==> src/sv/assert_macros.svh <==
// Assertion helpers for the window bounds core.
`ifndef ASSERT_MACROS_SVH
`define ASSERT_MACROS_SVH

`ifndef SYNTHESIS
`define GWB_ASSERT(lbl, prop, msg) \
  lbl: assert property (@(posedge clk) disable iff (!rst_n) (prop)) else $error(msg);
`define GWB_ASSERT_ALWAYS(lbl, prop, msg) \
  lbl: assert property (@(posedge clk) (prop)) else $error(msg);
`else
`define GWB_ASSERT(lbl, prop, msg)
`define GWB_ASSERT_ALWAYS(lbl, prop, msg)
`endif

`endif

==> src/sv/gwb_pkg.sv <==
`default_nettype none

package gwb_pkg;

  localparam int LAT_W       = 16;
  localparam int LON_W       = 17;
  localparam int LON_START_W = 12;
  localparam int LON_EXT_W   = 13;
  localparam int LAT_START_W = 11;
  localparam int LAT_EXT_W   = 12;

  localparam int LON_CELLS      = 3600;
  localparam int LAT_CELLS      = 1800;
  localparam int CELLS_PER_DEG  = 10;
  localparam int LON_BASE_DEG   = 180;
  localparam int LAT_BASE_DEG   = 90;
  localparam int WRAP_LIMIT_DEG = 175;
  localparam int PAD_LO_DEG     = 1;
  localparam int PAD_HI_DEG     = 2;

  typedef struct packed {
    logic signed [LAT_W-1:0] lat_deg;
    logic signed [LON_W-1:0] lon_deg;
    logic                    sample_valid;
    logic                    last_sample;
  } gwb_item_t;

endpackage

`default_nettype wire

==> src/sv/geo_window_bounds_core.sv <==
// Geolocation window bounds core.
// Input channel (in_*): one latitude/longitude sample per item, degrees in
// signed fixed point with FRAC_BITS fraction bits. Samples with
// in_sample_valid low are fill and do not move the extents. The item with
// in_last_sample high closes the granule.
// Result channel (out_*): one item per closing sample, giving the start and
// extent of the tenth-degree window on the 3600 x 1800 grid, the wrap offset
// and the dateline flag. Extents restart right after the closing sample.
// A closing sample passes the input register, the snapshot register and the
// output register in that order before it is shown on out_valid.
// Throughput: one item per cycle while in_stall is low. Two finished results can wait (snapshot
// and output register), so a stalled receiver only holds off the input once
// a further closing sample arrives with both slots full; ordinary samples
// keep flowing while a result waits.
// Reset (rst_n low at a clock edge): pipeline empties, extents return to
// +/-90 and +/-180 degrees, no result pending.
`default_nettype none
`include "assert_macros.svh"

module geo_window_bounds_core #(
  parameter int FRAC_BITS = 8
) (
  input  logic                                    clk,
  input  logic                                    rst_n,
  input  logic                                    in_valid,
  output logic                                    in_stall,
  input  logic signed [gwb_pkg::LAT_W-1:0]        in_lat_deg,
  input  logic signed [gwb_pkg::LON_W-1:0]        in_lon_deg,
  input  logic                                    in_sample_valid,
  input  logic                                    in_last_sample,
  output logic                                    out_valid,
  input  logic                                    out_stall,
  output logic [gwb_pkg::LON_START_W-1:0]         out_lon_start,
  output logic signed [gwb_pkg::LON_EXT_W-1:0]    out_lon_extent,
  output logic [gwb_pkg::LAT_START_W-1:0]         out_lat_start,
  output logic signed [gwb_pkg::LAT_EXT_W-1:0]    out_lat_extent,
  output logic [gwb_pkg::LON_START_W-1:0]         out_wrap_offset,
  output logic                                    out_crosses_dateline
);
  import gwb_pkg::*;

  localparam int TRK_W = (FRAC_BITS + 9 > LON_W) ? FRAC_BITS + 9 : LON_W;

  logic      a_valid_r, a_valid_nxt;
  gwb_item_t a_item_r, a_item_nxt;
  logic      in_take;
  logic      a_go;
  logic      snap_valid;
  logic      snap_take;
  logic      snap_free;

  logic signed [TRK_W-1:0] snap_min_lat;
  logic signed [TRK_W-1:0] snap_max_lat;
  logic signed [TRK_W-1:0] snap_min_lon;
  logic signed [TRK_W-1:0] snap_max_lon;
  logic signed [TRK_W-1:0] snap_east;
  logic signed [TRK_W-1:0] snap_west;

  assign snap_free = !snap_valid || snap_take;
  assign a_go      = a_valid_r && (!a_item_r.last_sample || snap_free);
  assign in_stall  = a_valid_r && !a_go;
  assign in_take   = in_valid && !in_stall;

  always_comb begin
    a_item_nxt = '{lat_deg: in_lat_deg, lon_deg: in_lon_deg,
                   sample_valid: in_sample_valid, last_sample: in_last_sample};
    a_valid_nxt = a_valid_r;
    if (in_take) begin
      a_valid_nxt = 1'b1;
    end else if (a_go) begin
      a_valid_nxt = 1'b0;
    end
  end

  always_ff @(posedge clk) begin
    if (!rst_n) begin
      a_valid_r <= 1'b0;
    end else begin
      a_valid_r <= a_valid_nxt;
    end
  end

  always_ff @(posedge clk) begin
    if (in_take) begin
      a_item_r <= a_item_nxt;
    end
  end

  gwb_track #(
    .FRAC_BITS (FRAC_BITS),
    .TRK_W     (TRK_W)
  ) u_track (
    .clk          (clk),
    .rst_n        (rst_n),
    .item         (a_item_r),
    .item_go      (a_go),
    .snap_take    (snap_take),
    .snap_valid   (snap_valid),
    .snap_min_lat (snap_min_lat),
    .snap_max_lat (snap_max_lat),
    .snap_min_lon (snap_min_lon),
    .snap_max_lon (snap_max_lon),
    .snap_east    (snap_east),
    .snap_west    (snap_west)
  );

  gwb_window #(
    .FRAC_BITS (FRAC_BITS),
    .TRK_W     (TRK_W)
  ) u_window (
    .clk                  (clk),
    .rst_n                (rst_n),
    .snap_valid           (snap_valid),
    .snap_take            (snap_take),
    .snap_min_lat         (snap_min_lat),
    .snap_max_lat         (snap_max_lat),
    .snap_min_lon         (snap_min_lon),
    .snap_max_lon         (snap_max_lon),
    .snap_east            (snap_east),
    .snap_west            (snap_west),
    .out_valid            (out_valid),
    .out_stall            (out_stall),
    .out_lon_start        (out_lon_start),
    .out_lon_extent       (out_lon_extent),
    .out_lat_start        (out_lat_start),
    .out_lat_extent       (out_lat_extent),
    .out_wrap_offset      (out_wrap_offset),
    .out_crosses_dateline (out_crosses_dateline)
  );

  `GWB_ASSERT(a_plain_flows, (in_valid && !in_stall && !in_last_sample) |=> !in_stall, "stall after an ordinary item")
  `GWB_ASSERT(a_result_src, $rose(out_valid) |-> $past(a_valid_r && a_item_r.last_sample, 2), "result without a closing item")
  `GWB_ASSERT_ALWAYS(a_reset_empty, !rst_n |=> (!out_valid && !in_stall), "pipeline not empty after reset")

endmodule

`default_nettype wire

==> src/sv/gwb_track.sv <==
`default_nettype none
`include "assert_macros.svh"

module gwb_track #(
  parameter int FRAC_BITS = 8,
  parameter int TRK_W     = 17
) (
  input  logic                    clk,
  input  logic                    rst_n,
  input  gwb_pkg::gwb_item_t      item,
  input  logic                    item_go,
  input  logic                    snap_take,
  output logic                    snap_valid,
  output logic signed [TRK_W-1:0] snap_min_lat,
  output logic signed [TRK_W-1:0] snap_max_lat,
  output logic signed [TRK_W-1:0] snap_min_lon,
  output logic signed [TRK_W-1:0] snap_max_lon,
  output logic signed [TRK_W-1:0] snap_east,
  output logic signed [TRK_W-1:0] snap_west
);
  import gwb_pkg::*;

  localparam logic signed [TRK_W-1:0] LAT_HI = TRK_W'(LAT_BASE_DEG * (2 ** FRAC_BITS));
  localparam logic signed [TRK_W-1:0] LAT_LO = TRK_W'(-LAT_BASE_DEG * (2 ** FRAC_BITS));
  localparam logic signed [TRK_W-1:0] LON_HI = TRK_W'(LON_BASE_DEG * (2 ** FRAC_BITS));
  localparam logic signed [TRK_W-1:0] LON_LO = TRK_W'(-LON_BASE_DEG * (2 ** FRAC_BITS));

  logic signed [TRK_W-1:0] lat;
  logic signed [TRK_W-1:0] lon;
  logic                    lon_pos;
  logic                    lon_neg;

  logic signed [TRK_W-1:0] min_lat_r, min_lat_nxt;
  logic signed [TRK_W-1:0] max_lat_r, max_lat_nxt;
  logic signed [TRK_W-1:0] min_lon_r, min_lon_nxt;
  logic signed [TRK_W-1:0] max_lon_r, max_lon_nxt;
  logic signed [TRK_W-1:0] east_r, east_nxt;
  logic signed [TRK_W-1:0] west_r, west_nxt;

  logic                    snap_valid_r, snap_valid_nxt;
  logic                    snap_load;
  logic signed [TRK_W-1:0] snap_min_lat_r;
  logic signed [TRK_W-1:0] snap_max_lat_r;
  logic signed [TRK_W-1:0] snap_min_lon_r;
  logic signed [TRK_W-1:0] snap_max_lon_r;
  logic signed [TRK_W-1:0] snap_east_r;
  logic signed [TRK_W-1:0] snap_west_r;

  assign lat     = TRK_W'(item.lat_deg);
  assign lon     = TRK_W'(item.lon_deg);
  assign lon_neg = lon[TRK_W-1];
  assign lon_pos = !lon[TRK_W-1] && (lon != '0);

  always_comb begin
    min_lat_nxt = min_lat_r;
    max_lat_nxt = max_lat_r;
    min_lon_nxt = min_lon_r;
    max_lon_nxt = max_lon_r;
    east_nxt    = east_r;
    west_nxt    = west_r;
    if (item.sample_valid) begin
      if (lat < min_lat_r) min_lat_nxt = lat;
      if (lat > max_lat_r) max_lat_nxt = lat;
      if (lon < min_lon_r) min_lon_nxt = lon;
      if (lon > max_lon_r) max_lon_nxt = lon;
      if (lon_pos && (lon < east_r)) east_nxt = lon;
      if (lon_neg && (lon > west_r)) west_nxt = lon;
    end
  end

  assign snap_load = item_go && item.last_sample;

  always_ff @(posedge clk) begin
    if (!rst_n) begin
      min_lat_r <= LAT_HI;
      max_lat_r <= LAT_LO;
      min_lon_r <= LON_HI;
      max_lon_r <= LON_LO;
      east_r    <= LON_HI;
      west_r    <= LON_LO;
    end else if (snap_load) begin
      min_lat_r <= LAT_HI;
      max_lat_r <= LAT_LO;
      min_lon_r <= LON_HI;
      max_lon_r <= LON_LO;
      east_r    <= LON_HI;
      west_r    <= LON_LO;
    end else if (item_go) begin
      min_lat_r <= min_lat_nxt;
      max_lat_r <= max_lat_nxt;
      min_lon_r <= min_lon_nxt;
      max_lon_r <= max_lon_nxt;
      east_r    <= east_nxt;
      west_r    <= west_nxt;
    end
  end

  always_comb begin
    snap_valid_nxt = snap_valid_r;
    if (snap_load) begin
      snap_valid_nxt = 1'b1;
    end else if (snap_take) begin
      snap_valid_nxt = 1'b0;
    end
  end

  always_ff @(posedge clk) begin
    if (!rst_n) begin
      snap_valid_r <= 1'b0;
    end else begin
      snap_valid_r <= snap_valid_nxt;
    end
  end

  always_ff @(posedge clk) begin
    if (snap_load) begin
      snap_min_lat_r <= min_lat_nxt;
      snap_max_lat_r <= max_lat_nxt;
      snap_min_lon_r <= min_lon_nxt;
      snap_max_lon_r <= max_lon_nxt;
      snap_east_r    <= east_nxt;
      snap_west_r    <= west_nxt;
    end
  end

  assign snap_valid   = snap_valid_r;
  assign snap_min_lat = snap_min_lat_r;
  assign snap_max_lat = snap_max_lat_r;
  assign snap_min_lon = snap_min_lon_r;
  assign snap_max_lon = snap_max_lon_r;
  assign snap_east    = snap_east_r;
  assign snap_west    = snap_west_r;

  `GWB_ASSERT(a_trk_restart, snap_load |=> (min_lat_r == LAT_HI && max_lon_r == LON_LO && east_r == LON_HI), "trackers not restarted after last item")
  `GWB_ASSERT(a_snap_hold, (snap_valid_r && !snap_take) |=> ($stable(snap_min_lon_r) && $stable(snap_max_lat_r)), "waiting snapshot changed")
  `GWB_ASSERT(a_trk_idle, !item_go |=> ($stable(min_lon_r) && $stable(west_r)), "trackers moved without an item")

endmodule

`default_nettype wire

==> src/sv/gwb_window.sv <==
`default_nettype none
`include "assert_macros.svh"

module gwb_window #(
  parameter int FRAC_BITS = 8,
  parameter int TRK_W     = 17
) (
  input  logic                                    clk,
  input  logic                                    rst_n,
  input  logic                                    snap_valid,
  output logic                                    snap_take,
  input  logic signed [TRK_W-1:0]                 snap_min_lat,
  input  logic signed [TRK_W-1:0]                 snap_max_lat,
  input  logic signed [TRK_W-1:0]                 snap_min_lon,
  input  logic signed [TRK_W-1:0]                 snap_max_lon,
  input  logic signed [TRK_W-1:0]                 snap_east,
  input  logic signed [TRK_W-1:0]                 snap_west,
  output logic                                    out_valid,
  input  logic                                    out_stall,
  output logic [gwb_pkg::LON_START_W-1:0]         out_lon_start,
  output logic signed [gwb_pkg::LON_EXT_W-1:0]    out_lon_extent,
  output logic [gwb_pkg::LAT_START_W-1:0]         out_lat_start,
  output logic signed [gwb_pkg::LAT_EXT_W-1:0]    out_lat_extent,
  output logic [gwb_pkg::LON_START_W-1:0]         out_wrap_offset,
  output logic                                    out_crosses_dateline
);
  import gwb_pkg::*;

  localparam int FL_W = TRK_W - FRAC_BITS;
  localparam int CW   = FL_W + 6;

  localparam logic signed [CW-1:0] C_TEN      = CW'(CELLS_PER_DEG);
  localparam logic signed [CW-1:0] C_LON      = CW'(LON_CELLS);
  localparam logic signed [CW-1:0] C_LON_NEG  = CW'(-LON_CELLS);
  localparam logic signed [CW-1:0] C_LON_TOP  = CW'(LON_CELLS + PAD_HI_DEG * CELLS_PER_DEG);
  localparam logic signed [CW-1:0] C_LAT      = CW'(LAT_CELLS);
  localparam logic signed [CW-1:0] C_LAT_NEG  = CW'(-LAT_CELLS);
  localparam logic signed [CW-1:0] C_LAT_TOP  = CW'(LAT_CELLS + PAD_HI_DEG * CELLS_PER_DEG);
  localparam logic signed [CW-1:0] LON_LO_OFS = CW'(LON_BASE_DEG - PAD_LO_DEG);
  localparam logic signed [CW-1:0] LON_HI_OFS = CW'(LON_BASE_DEG + PAD_HI_DEG);
  localparam logic signed [CW-1:0] LAT_LO_OFS = CW'(LAT_BASE_DEG - PAD_LO_DEG);
  localparam logic signed [CW-1:0] LAT_HI_OFS = CW'(LAT_BASE_DEG + PAD_HI_DEG);

  localparam logic signed [TRK_W-1:0] WRAP_POS = TRK_W'(WRAP_LIMIT_DEG * (2 ** FRAC_BITS));
  localparam logic signed [TRK_W-1:0] WRAP_NEG = TRK_W'(-WRAP_LIMIT_DEG * (2 ** FRAC_BITS));

  function automatic logic signed [CW-1:0] floor_deg(input logic signed [TRK_W-1:0] v);
    logic signed [TRK_W-1:0] sh;
    sh = v >>> FRAC_BITS;
    return CW'(sh);
  endfunction

  function automatic logic signed [CW-1:0] to_cells(input logic signed [CW-1:0] fl,
                                                    input logic signed [CW-1:0] ofs);
    return (fl + ofs) * C_TEN;
  endfunction

  function automatic logic signed [CW-1:0] clamp_c(input logic signed [CW-1:0] x,
                                                   input logic signed [CW-1:0] lo,
                                                   input logic signed [CW-1:0] hi);
    return (x < lo) ? lo : ((x > hi) ? hi : x);
  endfunction

  logic                 crossing;
  logic signed [CW-1:0] ls_plain, ls_wrap, ls, wrap;
  logic signed [CW-1:0] hi_lon, le_plain, le_wrap, le;
  logic signed [CW-1:0] as_c, hi_lat, ae;
  logic                 out_go;

  logic                              out_valid_r, out_valid_nxt;
  logic [LON_START_W-1:0]            lon_start_r;
  logic signed [LON_EXT_W-1:0]       lon_extent_r;
  logic [LAT_START_W-1:0]            lat_start_r;
  logic signed [LAT_EXT_W-1:0]       lat_extent_r;
  logic [LON_START_W-1:0]            wrap_offset_r;
  logic                              cross_r;

  always_comb begin
    crossing = (snap_min_lon < WRAP_NEG) && (snap_max_lon > WRAP_POS);
    ls_plain = clamp_c(to_cells(floor_deg(snap_min_lon), LON_LO_OFS), '0, C_LON);
    ls_wrap  = clamp_c(to_cells(floor_deg(snap_east), LON_LO_OFS), '0, C_LON);
    ls       = crossing ? ls_wrap : ls_plain;
    wrap     = crossing ? (C_LON - ls_wrap) : '0;
    hi_lon   = to_cells(floor_deg(snap_max_lon), LON_HI_OFS);
    le_plain = ((hi_lon > C_LON) ? C_LON : hi_lon) - ls_plain;
    le_wrap  = to_cells(floor_deg(snap_west), LON_HI_OFS) + wrap;
    le       = clamp_c(crossing ? le_wrap : le_plain, C_LON_NEG, C_LON_TOP);
    as_c     = clamp_c(to_cells(floor_deg(snap_min_lat), LAT_LO_OFS), '0, C_LAT);
    hi_lat   = to_cells(floor_deg(snap_max_lat), LAT_HI_OFS);
    ae       = clamp_c(((hi_lat > C_LAT) ? C_LAT : hi_lat) - as_c, C_LAT_NEG, C_LAT_TOP);
  end

  assign out_go        = !out_valid_r || !out_stall;
  assign snap_take     = snap_valid && out_go;
  assign out_valid_nxt = out_go ? snap_valid : out_valid_r;

  always_ff @(posedge clk) begin
    if (!rst_n) begin
      out_valid_r <= 1'b0;
    end else begin
      out_valid_r <= out_valid_nxt;
    end
  end

  always_ff @(posedge clk) begin
    if (snap_take) begin
      lon_start_r   <= ls[LON_START_W-1:0];
      lon_extent_r  <= le[LON_EXT_W-1:0];
      lat_start_r   <= as_c[LAT_START_W-1:0];
      lat_extent_r  <= ae[LAT_EXT_W-1:0];
      wrap_offset_r <= wrap[LON_START_W-1:0];
      cross_r       <= crossing;
    end
  end

  assign out_valid            = out_valid_r;
  assign out_lon_start        = lon_start_r;
  assign out_lon_extent       = lon_extent_r;
  assign out_lat_start        = lat_start_r;
  assign out_lat_extent       = lat_extent_r;
  assign out_wrap_offset      = wrap_offset_r;
  assign out_crosses_dateline = cross_r;

  `GWB_ASSERT(a_wrap_zero, (out_valid && !out_crosses_dateline) |-> (out_wrap_offset == '0), "wrap offset set without dateline crossing")
  `GWB_ASSERT(a_wrap_sum, (out_valid && out_crosses_dateline) |-> ((out_lon_start + out_wrap_offset) == LON_CELLS), "wrap offset does not reach grid end")
  `GWB_ASSERT(a_take_shows, snap_take |=> out_valid, "moved snapshot not presented")

endmodule

`default_nettype wire
==> config.mk <==
export PLATFORM = sky130hd
export DESIGN_NAME = geo_window_bounds_core
export DESIGN_NICKNAME = d
export VERILOG_FILES = /design/src/sv/gwb_pkg.sv /design/src/sv/geo_window_bounds_core.sv /design/src/sv/gwb_track.sv /design/src/sv/gwb_window.sv
export VERILOG_INCLUDE_DIRS = /design/src /design/src/sv
export SDC_FILE = /design/constraint.sdc
export NUM_CORES = 1
export LEC_CHECK = 0
export BUFFER_PORTS_ARGS = -buffer_cell sky130_fd_sc_hd__clkbuf_2
export CAP_MARGIN = 15
export CORE_MARGIN = 2
export CORE_UTILIZATION = 40
export CTS_CLUSTER_SIZE = 12
export DETAILED_ROUTE_END_ITERATION = 16
export PLACE_DENSITY = 0.55
export SLEW_MARGIN = 20
export SYNTH_ARGS = -nofsm -noshare
export SYNTH_HDL_FRONTEND = slang
export SYNTH_HIERARCHICAL = 1
export SYNTH_SLANG_ARGS = --single-unit
==> constraint.sdc <==
create_clock -name clk -period 13.3 [get_ports clk]
set_clock_uncertainty 0.2 [all_clocks]
set_input_delay 1.33 -clock clk [delete_from_list [all_inputs] [get_ports clk]]
set_output_delay 1.33 -clock clk [all_outputs]
set_load 0.02 [all_outputs]
[After elaboration in Yosys (flattened, before gate mapping)]
Cells that the tools add are included.
Word-level totals
  output and inout bits: 63
  latch bits: 0
  memory bits (writable): 0
  memory bits (read-only): 0
  bits of input ports: 39
  memories kept: 0
  register bits: 303
  logic and storage cells: 118
Cells by class
  add/sub/neg operators: 10
  bitwise gates (word level): 1
  shift operators: 0
  reductions and logical operators: 25
  magnitude comparators: 20
  div/mod/pow operators: 0
  equal/unequal tests: 0
  $mul: 6
  mux-type cells: 29
Operators with widths (number)
  $mux W17: 12
  $mux W15: 10
  $mul A15 B4 Y14 const B: 6
  $gt A15 B13 Y1 const B: 4
  $gt A15 B12 Y1 const B: 3
  $lt A15 B1 Y1 const B: 3
  $add A9 B9 Y10 const B: 4
  $gt A17 B17 Y1: 2
  $lt A17 B17 Y1: 2
  $sub A15 B15 Y15: 2
  $mux W12: 2
  $add A9 B8 Y10 const B: 2
  $gt A16 B17 Y1: 1
  $gt A17 B17 Y1 const B: 1
  $lt A16 B17 Y1: 1
  $lt A17 B17 Y1 const B: 1
  $reduce_bool A17 Y1: 1
  $add A15 B15 Y15: 1
  $lt A15 B12 Y1 const B: 1
  $lt A15 B13 Y1 const B: 1
  $sub A12 B15 Y15 const A: 1
  $mux W13: 1
  $logic_and A1 B1 Y1: 9
  $logic_not A1 Y1: 7
  other kinds (5): 13

[Longest topological paths before layout]
Gate-level depths: netlist of the first run.
  depth in word-level cells: 11
  depth in mapped cells: 33
  mapped depth without buffers: 32

[Cells and area by module]
Netlist of the first run, hierarchy kept.
Modules (own cells, without submodules)
  gwb_track: sequential area each 5124.9 um^2, area an instance 10762.8 um^2, cells an instance 1001, instances 1
  gwb_window: sequential area each 1701.6 um^2, area an instance 9122.5 um^2, cells an instance 1100, instances 1
  geo_window_bounds_core: sequential area each 1071.0 um^2, area an instance 1106.1 um^2, cells an instance 41, instances 1

[Worst setup path after synthesis of the first run]
No wires, ideal clock.
  kind: input-to-reg
  start point: in out_stall
  end point: reg u_track.snap_east_r[0], in the netlist u_track/snap_east[0], enable pin
  data arrival time: 8359 ps
  setup time: 455 ps
  data required time: 12645 ps
  path buffers: 1
  setup slack: 4286 ps
  stages: 5
  cells stage by stage: a21boi_0 -> o21a_1 -> clkbuf_1 -> nand2_1 -> inv_1
On the way
  cells in the longest elaborated chain, start to end: 7
Ends and longest elaborated chain
  start, declared: RTL line geo_window_bounds_core.sv:32  | input logic out_stall,
  $logic_not A1 Y1: RTL line gwb_window.sv:93  | assign out_go = !out_valid_r || !out_stall;
  $logic_or A1 B1 Y1: RTL line gwb_window.sv:93
  $logic_and A1 B1 Y1: RTL line gwb_window.sv:94  | assign snap_take = snap_valid && out_go;
  $logic_or A1 B1 Y1: RTL line geo_window_bounds_core.sv:59  | assign snap_free = !snap_valid || snap_take;
  $logic_or A1 B1 Y1: RTL line geo_window_bounds_core.sv:60  | assign a_go = a_valid_r && (!a_item_r.last_sample || snap_free);
  $logic_and A1 B1 Y1: RTL line geo_window_bounds_core.sv:60
  via a_go: RTL line geo_window_bounds_core.sv:47  | logic a_go;
  $logic_and A1 B1 Y1: RTL line gwb_track.sv:71  | assign snap_load = item_go && item.last_sample;
  via u_track.snap_load: RTL line gwb_track.sv:41  | logic snap_load;
  end signal, assigned: RTL line gwb_track.sv:121  | snap_east_r <= east_nxt;
  end, declared: RTL line gwb_track.sv:46  | logic signed [TRK_W-1:0] snap_east_r;
The timed path passes the listed nets, and every way through them passes these cells.
A chain may end at the register's enable or synchronous reset.

[Worst setup path after layout of the first run]
  start point: reg u_track.snap_east_r[8], in the netlist u_track/snap_east[8]
  end point: reg u_window.lon_extent_r[5], in the netlist u_window/out_lon_extent[5], data pin
On the way
  cells in the longest elaborated chain, start to end: 11
  elaborated cells between the ends (all ways): 13
  classes of those cells: 3 x add/sub; 1 x mul; 4 x order compare; 4 x mux; 1 x reduce/logical
Ends and longest elaborated chain
  $add A9 B9 Y10 (*): RTL line gwb_window.sv:55  | return (fl + ofs) * C_TEN;
  $mul A15 B4 Y14 (*): RTL line gwb_window.sv:55
  $gt A15 B13 Y1: RTL line gwb_window.sv:61  | return (x < lo) ? lo : ((x > hi) ? hi : x);
  $mux W15: RTL line gwb_window.sv:61
  $mux W15 (*): RTL line gwb_window.sv:61
  $sub A12 B15 Y15 (*): RTL line gwb_window.sv:83  | wrap = crossing ? (C_LON - ls_wrap) : '0;
  $mux W15 (*): RTL line gwb_window.sv:83
  via u_window.wrap[5]: RTL line gwb_window.sv:65  | logic signed [CW-1:0] ls_plain, ls_wrap, ls, wrap;
  $add A15 B15 Y15 (*): RTL line gwb_window.sv:86  | le_wrap = to_cells(floor_deg(snap_west), LON_HI_OFS) + wrap;
  $mux W15 (*): RTL line gwb_window.sv:87  | le = clamp_c(crossing ? le_wrap : le_plain, C_LON_NEG, C_LON_TOP);
  $gt A15 B13 Y1 / $lt A15 B13 Y1 (equally long branches): RTL line gwb_window.sv:61
  $reduce_or A2 Y1 (no line)
  end signal, assigned: RTL line gwb_window.sv:108  | lon_extent_r <= le[LON_EXT_W-1:0];
  end, declared: RTL line gwb_window.sv:72  | logic signed [LON_EXT_W-1:0] lon_extent_r;
Mark *: on every way through the listed nets, which the timed path passes. The rest lies on a longest branch.

==> flow_metrics.env, run 1 <==
export IMPL_worstReg2RegEnd="u_window/out_lon_extent[5]"
export IMPL_multiInputGateArea_sq_um=11650
export IMPL_arrival_ps=8380
export IMPL_syn_to_final_growth_pct=11.88
export IMPL_hpwl_mm=35.83
export IMPL_tightest_slew_ps=1001
export IMPL_timing_slew_headroom_pct=32.81
export IMPL_die_y_um=223.7
export IMPL_cts_tree="yes"
export IMPL_post_layout_nonfiller_instances=2794
export IMPL_hold_class="reg2reg"
export IMPL_coreArea_sq_um=47650
export IMPL_power_frac_comb_pct=34.0
export IMPL_hold_depth=2
export IMPL_min_period_ps=8297
export IMPL_drt_total_wl_mm=46.68
export IMPL_internal_power_mw=1.902
export IMPL_final_common_cell="ha_1"
export IMPL_wl_met1_mm=23.18
export IMPL_antenna_left=0
export IMPL_final_cell_mix="ha_1, inv_1, nand2_1, edfxtp_1, o21ai_0"
export IMPL_regArea_sq_um=6696
export IMPL_n_antenna_cell=0
export IMPL_drc=0
export IMPL_nNetsFinal=2447
export IMPL_overflow=0
export IMPL_antenna_found_initial=0
export IMPL_setup_ws_ps=5003
export IMPL_post_cts_buffers=0
export IMPL_grt_start_max_net_pins=80
export IMPL_path_common_cell="ha_1"
export IMPL_timing_fmax_mhz=120.5
export IMPL_wl_met3_mm=2.148
export IMPL_num_rows=80
export IMPL_fin_setup_tns_ps=0
export IMPL_pin_count=102
export IMPL_routed_top_layer="met4"
export IMPL_clk_pin_slew_ps=60
export IMPL_drv_slew=0
export IMPL_cp_slowest_stage_delay_ps=530
export IMPL_maxCapViolations=0
export IMPL_fillCellCount=4627
export IMPL_p_leak_nw=9.127
export IMPL_end_kind="flop"
export IMPL_cts_resized=0
export IMPL_path_max_fanout=9
export IMPL_yosysWarnings=6
export IMPL_vdd_drop_max_mv=0.08429
export IMPL_drt_iter0_markers=798
export IMPL_rsz0062_at_grt="false"
export IMPL_place_gp_congestion=0.8517
export IMPL_synth_cells=2062
export IMPL_clockRootBuffer="clkbuf_16"
export IMPL_grt_pass1_wl_mm=75.04
export IMPL_hold_path_end="u_track/min_lon_r[3]"
export IMPL_timing_final_crit_share_pct=62.38
export IMPL_via_count=14969
export IMPL_crit_slowest_cell="nor2_1"
export IMPL_start_kind="flop"
export IMPL_synth_area_sq_um=19310
export IMPL_cts_sinks=258
export IMPL_die_area_sq_um=50050
export IMPL_die_w_um=223.7
export IMPL_cp_required_ps=13380
export IMPL_htree_levels=2
export IMPL_hold_start="u_track/min_lon_r[3]"
export IMPL_power_frac_seq_pct=32.4
export IMPL_power_share_clock_pct=33.6
export IMPL_power_switching_mw=0.9810
export IMPL_firstDrtPassIters=5
export IMPL_grt_pass1_vias=14206
export IMPL_track_usage_pct=18.48
export IMPL_met2_length_mm=20.47
export IMPL_holdBufCountCts=0
export IMPL_final_core_util_pct=45.34
export IMPL_status="finished, final reports clean"
export IMPL_wl_per_cell_um=16.71
export IMPL_syn_area_per_cell_sq_um=9.365
export IMPL_crit_type="reg2reg"
export IMPL_switching_share_pct=34.02
export IMPL_setup_viol=0
export IMPL_io_buffers=96
export IMPL_dp_slack_ps=5132
export IMPL_finalHoldViolCount=0
export IMPL_clockBufferDepth=3
export IMPL_cts_buffers=34
export IMPL_reg2regPathDepth=30
export IMPL_initial_core_util_pct=40.53
export IMPL_clk_insertion_delay_late_ps=550
export IMPL_routed_via_density=5.358
export IMPL_r2r_setup_slack_ps=5000
export IMPL_powerDensity_nw_per_um2=133.5
export IMPL_dp_cells=2732
export IMPL_reg2reg_from="u_track/snap_east[8]"
export IMPL_drive_gt1_share_pct=12.44
==> worst max-delay path: cells and delay by family (launching register included) <==
family	cells	cell delay [ps]
muxes	3	730
DFF	1	470
and+or+nand+nor	9	2550
adders and majority gates	5	1660
AOI/OAI and AO/OA	9	1900
xor gates and xnor gates	2	330
buffers and inverters	2	190
==> stage by stage <==
step                hold WS, ps  area (sq um)  total power, mW
CTS                       260.2         21600            2.912
detailed placement        248.2         20410            1.923
global placement          241.0         20410            1.918
finish                    254.9         21600            2.883
floorplan                 216.8         19340            1.690
global route              278.4         21600            3.065
==> how the worst max path moves through the flow <==
stage / startpoint / end / slack [ps] / cells past startpoint
3_5_place_dp: u_track/snap_east[8] / u_window/out_lon_extent[5] / 5130 / 30
3_3_place_gp: u_track/snap_east[8] / u_window/out_lon_extent[5] / 5320 / 29
5_1_grt: u_track/snap_east[8] / u_window/out_lon_extent[5] / 4230 / 29
6_report: u_track/snap_east[8] / u_window/out_lon_extent[5] / 5000 / 30
2_1_floorplan: out_stall / a_item_r[0] / 4950 / 3
4_1_cts: u_track/snap_east[8] / u_window/out_lon_extent[5] / 5070 / 30
==> sequential cells by signal, summed over array words and instances (netlist names), 10 cells and up <==
signal / flops
u_track/west_r: 17
u_window/out_lon_extent: 12
u_track/max_lon_r: 17
u_track/min_lon_r: 17
u_window/out_lat_extent: 11
u_track/snap_max_lon: 17
u_track/min_lat_r: 17
a_item_r: 35
u_window/out_lon_start: 11
u_track/east_r: 17
u_window/out_lat_start: 10
u_window/out_wrap_offset: 11
u_track/max_lat_r: 17
==> area by class of cell <==
| type | count | share of cell area [%] |
|---|---|---|
| clock inverter | 14 | 1.043 |
| clock buffer | 48 | 4.471 |
| inverter | 192 | 3.336 |
| tap | 615 | 3.562 |
| sequential | 258 | 31.00 |
| multi-input combinational | 1559 | 53.95 |
| timing repair buffer | 108 | 2.641 |
==> power by group through the flow <==
| stage | sequential [mW] | combinational, mW | clock (mW) |
|---|---|---|---|
| global placement | 0.951 | 0.966 | 0 |
| detailed placement | 0.952 | 0.972 | 0 |
| finish | 0.934 | 0.981 | 0.968 |
| CTS | 0.935 | 0.980 | 0.997 |
| global route | 0.939 | 1.10 | 1.03 |
| floorplan | 0.957 | 0.733 | 0 |
==> layer usage <==
| layer | GRT usage [%] | vias to the layer above |
|---|---|---|
| li1 | - | 7670 |
| met1 | 26.61 | 6932 |
| met2 | 28.91 | 315 |
| met3 | 2.951 | 52 |
| met4 | 4.581 | 0 |
| met5 | 0 | - |
Power figures use the tool's default switching activity.
==> run 2, diff against run 1 <==
- clock period: 13.3 -> 8.3 ns (I/O delays scaled with it)
==> run 2 against run 1 <==
Cell count up 0.14%. Die area unchanged. Via count up 0.77%. First-iteration DRC count up 13%. Global-route usage up 0.11 points. Count of clock-buffer cells in the layout down 10. Combinational power up 63%. Maximum frequency up 6.0%. Clock power up 38%. Sequential power up 61%. Total power up 54%. Largest power group unchanged.
==> flow_metrics.env, run 2 (synthesized netlist as in run 1, its figures left out) <==
export IMPL_status="finished, final reports clean"
export IMPL_crit_end="u_window/out_lon_extent[5]"
export IMPL_clockRootBuffer="clkbuf_16"
export IMPL_firstDrtPassIters=5
export IMPL_die_area_sq_um=50050
export IMPL_tightest_slew_ps=1038
export IMPL_track_usage_pct=18.59
export IMPL_cts_sinks=258
export IMPL_clk_insertion_delay_late_ps=600
export IMPL_p_leak_nw=9.072
export IMPL_place_area_sq_um=20450
export IMPL_clockBufferDepth=3
export IMPL_crit_slowest_cell="xor2_1"
export IMPL_pin_count=102
export IMPL_worstReg2RegEnd="u_window/out_lon_extent[5]"
export IMPL_r2r_setup_slack_ps=470
export IMPL_whs_ps=202.1
export IMPL_cp_required_ps=8440
export IMPL_path_common_cell="ha_1"
export IMPL_reg2regPathDepth=30
export IMPL_via_count=15085
export IMPL_path_max_fanout=7
export IMPL_final_core_util_pct=45.13
export IMPL_die_y_um=223.7
export IMPL_grt_start_max_net_pins=80
export IMPL_die_w_um=223.7
export IMPL_wl_per_cell_um=16.85
export IMPL_reg2reg_from="u_track/snap_east[8]"
export IMPL_cts_buffers=31
export IMPL_n_antenna_cell=0
export IMPL_coreArea_sq_um=47650
export IMPL_cp_startpoint="u_track/snap_east[8]"
export IMPL_hpwl_mm=35.90
export IMPL_drc=0
export IMPL_timing_slew_headroom_pct=30.79
export IMPL_clk_pin_slew_ps=60
export IMPL_place_gp_congestion=0.8717
export IMPL_largest_register="a_item_r"
export IMPL_grt_pass1_vias=14392
export IMPL_end_kind="flop"
export IMPL_antenna_left=0
export IMPL_largest_register_ffs=35
export IMPL_min_period_ps=7826
export IMPL_fin_setup_tns_ps=0
export IMPL_routed_via_density=5.391
export IMPL_num_rows=80
export IMPL_timing_final_crit_share_pct=94.28
export IMPL_final_cell_mix="ha_1, inv_1, nand2_1, edfxtp_1, o21ai_0"
export IMPL_cp_slowest_stage_delay_ps=510
export IMPL_overflow=0
export IMPL_timing_fmax_mhz=127.8
export IMPL_final_common_cell="ha_1"
export IMPL_io_buffers=96
export IMPL_htree_levels=1
export IMPL_crit_type="reg2reg"
export IMPL_drt_iter0_markers=902
export IMPL_setup_viol=0
export IMPL_nNetsFinal=2452
export IMPL_antenna_found_initial=0
export IMPL_fin_area_sq_um=21500
export IMPL_finalHoldViolCount=0
export IMPL_maxCapViolations=0
export IMPL_drv_slew=0
export IMPL_initial_core_util_pct=40.53
export IMPL_powerDensity_nw_per_um2=206.4
export IMPL_grt_pass1_wl_mm=75.90
export IMPL_hold_class="in2reg"
export IMPL_drive_gt1_share_pct=12.83
export IMPL_vdd_drop_max_mv=0.1804
export IMPL_cts_tree="yes"
export IMPL_hold_depth=1
export IMPL_arrival_ps=7960
export IMPL_drt_total_wl_mm=47.15
export IMPL_start_kind="flop"
export IMPL_syn_to_final_growth_pct=11.37
[run 2: worst min-delay path by stage]
stage,from,to,slack (ps)
global placement,u_track/min_lon_r[0],u_track/min_lon_r[0],240
floorplan,u_track/west_r[16],u_track/west_r[16],220
CTS,in_lat_deg[14],a_item_r[33],160
finish,in_lat_deg[10],a_item_r[29],200
global route,in_lat_deg[10],a_item_r[29],170
detailed placement,u_track/min_lon_r[0],u_track/min_lon_r[0],250
[run 2: critical path, delay by kind of cell, from the launching register on]
kind            cells  cell delay (ps)
compound gates      9             2180
fa+ha+maj           5             1520
xor+xnor            2              660
simple gates        9             1750
mux                 3              620
buf+inv             2              180
flops               1              460
[run 2: final cells by class]
class / instances / area, sq um
inverter: 192 / 720.7
clock buffer: 38 / 802.0
clock inverter: 20 / 203.9
tap: 615 / 769.5
multi-input combinational: 1559 / 11680
sequential: 258 / 6696
fill: 4627 / 26140
timing repair buffer: 116 / 630.6
[run 2: routing by layer]
layer / GRT usage, % / wire length (um) / up-vias
li1: - / - / 7693
met1: 26.73 / 23590 / 7050
met2: 29.43 / 20470 / 287
met3: 2.545 / 2147 / 55
met4: 4.667 / 948 / 0
met5: 0 / 0 / -
[run 2: timing repair]
action                                  in CTS  in global routing
gates resized for setup                      0                  6
hold buffers                                 0                  0
endpoints found under the setup margin       0                 11
buffers inserted                             0                  3
[run 2: stage by stage]
step	cells	power, mW	setup WS (ps)
final	2798	4.439	474.4
after floorplan	2070	2.708	445.0
after global placement	2737	3.085	646.3
after global routing	2798	4.731	-7.395
after CTS	2795	4.464	392.4
after detailed placement	2737	3.095	438.8
[run 2: report_power, final]
group	total, mW	internal, mW	switching [mW]
clock	1.34	0.783	0.561
combinational	1.60	0.637	0.958
sequential	1.50	1.45	0.0496
==> run 3, diff against run 2 <==
- CORE_MARGIN: 2 -> not set
==> run 3 against run 2 <==
Routed wire length fell by 1.3%. Clock power barely moved. Maximum frequency rose by 2.7%. Largest power group unchanged. Hold slack improved by 33 ps. Global-route usage rose by 0.078 points. Critical path depth rose by 1. Register-to-register slack improved by 210 ps. Utilization barely moved. Critical endpoint unchanged. Flip-flop and latch count did not move. Non-clock buffer count fell by 1. First-iteration DRC count fell by 4.3%. Sequential share of layout area barely moved.
==> flow_metrics.env, run 3 (synthesized netlist as in run 1, its figures left out) <==
export IMPL_end_kind="flop"
export IMPL_multiInputGateArea_sq_um=11680
export IMPL_cp_required_ps=8410
export IMPL_hpwl_mm=35.87
export IMPL_syn_to_final_growth_pct=11.35
export IMPL_power_switching_mw=1.530
export IMPL_cts_tree="yes"
export IMPL_place_gp_congestion=0.8657
export IMPL_timing_slew_headroom_pct=31.17
export IMPL_largest_register_ffs=35
export IMPL_cts_buffers=30
export IMPL_p_leak_nw=9.089
export IMPL_drt_iter0_markers=863
export IMPL_finalHoldViolCount=0
export IMPL_holdBufCountCts=0
export IMPL_crit_type="reg2reg"
export IMPL_drt_total_wl_mm=46.54
export IMPL_io_buffers=96
export IMPL_status="finished, final reports clean"
export IMPL_dp_slack_ps=533.7
export IMPL_initial_core_util_pct=40.53
export IMPL_final_cell_mix="ha_1, inv_1, nand2_1, edfxtp_1, o21ai_0"
export IMPL_drc=0
export IMPL_cts_resized=0
export IMPL_wl_met1_mm=23.53
export IMPL_maxCapViolations=0
export IMPL_vdd_drop_max_mv=0.1521
export IMPL_clockRootBuffer="clkbuf_16"
export IMPL_power_share_clock_pct=30.4
export IMPL_power_frac_seq_pct=33.8
export IMPL_path_max_fanout=7
export IMPL_routed_via_density=5.327
export IMPL_grt_start_max_net_pins=80
export IMPL_fin_setup_tns_ps=0
export IMPL_n_antenna_cell=0
export IMPL_setup_viol=0
export IMPL_arrival_ps=7730
export IMPL_final_common_cell="ha_1"
export IMPL_die_y_um=221.7
export IMPL_die_area_sq_um=49160
export IMPL_antenna_left=0
export IMPL_htree_levels=1
export IMPL_start_kind="flop"
export IMPL_grt_pass1_vias=14263
export IMPL_regArea_sq_um=6696
export IMPL_overflow=0
export IMPL_largest_register="a_item_r"
export IMPL_wl_per_cell_um=16.65
export IMPL_cp_slowest_stage_delay_ps=470
export IMPL_track_usage_pct=18.67
export IMPL_clockBufferDepth=3
export IMPL_antenna_found_initial=0
export IMPL_switching_share_pct=34.47
export IMPL_wl_met3_mm=1.508
export IMPL_drive_gt1_share_pct=12.52
export IMPL_routed_top_layer="met4"
export IMPL_via_count=14890
export IMPL_setup_ws_ps=683.5
export IMPL_die_w_um=221.7
export IMPL_powerDensity_nw_per_um2=206.4
export IMPL_post_cts_buffers=0
export IMPL_internal_power_mw=2.908
export IMPL_firstDrtPassIters=5
export IMPL_clk_pin_slew_ps=60
export IMPL_timing_fmax_mhz=131.3
export IMPL_power_frac_comb_pct=35.8
export IMPL_rsz0062_at_grt="false"
export IMPL_grt_pass1_wl_mm=75.26
export IMPL_crit_slowest_cell="edfxtp_1"
export IMPL_tightest_slew_ps=1032
export IMPL_cts_sinks=258
export IMPL_min_period_ps=7617
export IMPL_drv_slew=0
export IMPL_path_common_cell="ha_1"
export IMPL_num_rows=80
export IMPL_timing_final_crit_share_pct=91.77
export IMPL_met2_length_mm=20.51
export IMPL_fillCellCount=4599
export IMPL_clk_insertion_delay_late_ps=570
export IMPL_hold_class="in2reg"
export IMPL_pin_count=102
export IMPL_nNetsFinal=2450
export IMPL_coreArea_sq_um=47650
## run 3: changes by cell type in the layout (fill, tap and decap cells not counted), moves of 2 or more
| cell | change |
|---|---|
| clkbuf_1 | +5 |
| clkbuf_16 | +3 |
| clkbuf_8 | +2 |
| clkinv_1 | -3 |
| clkinv_2 | -3 |
| clkinv_4 | -2 |
| clkinvlp_4 | -5 |
| inv_4 | +3 |
## run 3: worst paths after layout
path	startpoint	to	slack, ps	cells past startpoint
min	in_lat_deg[12]	a_item_r[31]	240	1
min reg2reg	u_track/min_lon_r[0]	u_track/min_lon_r[0]	250	2
max	u_track/snap_east[8]	u_window/out_lon_extent[5]	680	31
max reg2reg	u_track/snap_east[8]	u_window/out_lon_extent[5]	680	31
## run 3: critical path: cells and delay by family, from the launching register on
family | cells | cell delay, ps
xor+xnor | 1 | 200
buf+inv | 1 | 130
fa+ha+maj | 5 | 1430
flops | 1 | 470
simple gates | 9 | 1650
compound gates | 12 | 2630
mux | 3 | 630
## run 3: final cells by class
class                   instances  share of cell area, %
clock buffers                  48                  4.295
well taps                     615                  3.579
clock inverters                 8                 0.4248
multi-input cells            1559                  54.31
flip-flops and latches        258                  31.15
repair buffers                115                  2.898
inverters                     192                  3.352
## run 3: power groups by stage
| stage | combinational (mW) | sequential [mW] | clock, mW |
|---|---|---|---|
| after CTS | 1.59 | 1.50 | 1.38 |
| after global placement | 1.56 | 1.53 | 0 |
| final | 1.59 | 1.50 | 1.35 |
| after floorplan | 1.17 | 1.53 | 0 |
| after global routing | 1.77 | 1.51 | 1.44 |
| after detailed placement | 1.57 | 1.53 | 0 |
## run 3: per-stage QoR
step | hold slack [ps] | cells | area (sq um) | util (%) | total power, mW
after floorplan | 216.8 | 2070 | 19340 | - | 2.708
after global placement | 241.1 | 2739 | 20460 | 42.94 | 3.087
after detailed placement | 250.6 | 2739 | 20460 | 42.95 | 3.100
after CTS | 198.5 | 2795 | 21480 | 45.08 | 4.470
after global routing | 199.5 | 2795 | 21500 | 45.13 | 4.717
final | 235.0 | 2795 | 21500 | 45.13 | 4.438
## run 3: layer usage
layer | vias up | GRT usage (%)
met5 | - | 0
met3 | 54 | 2.253
li1 | 7659 | -
met1 | 6950 | 26.92
met2 | 227 | 29.51
met4 | 0 | 4.704
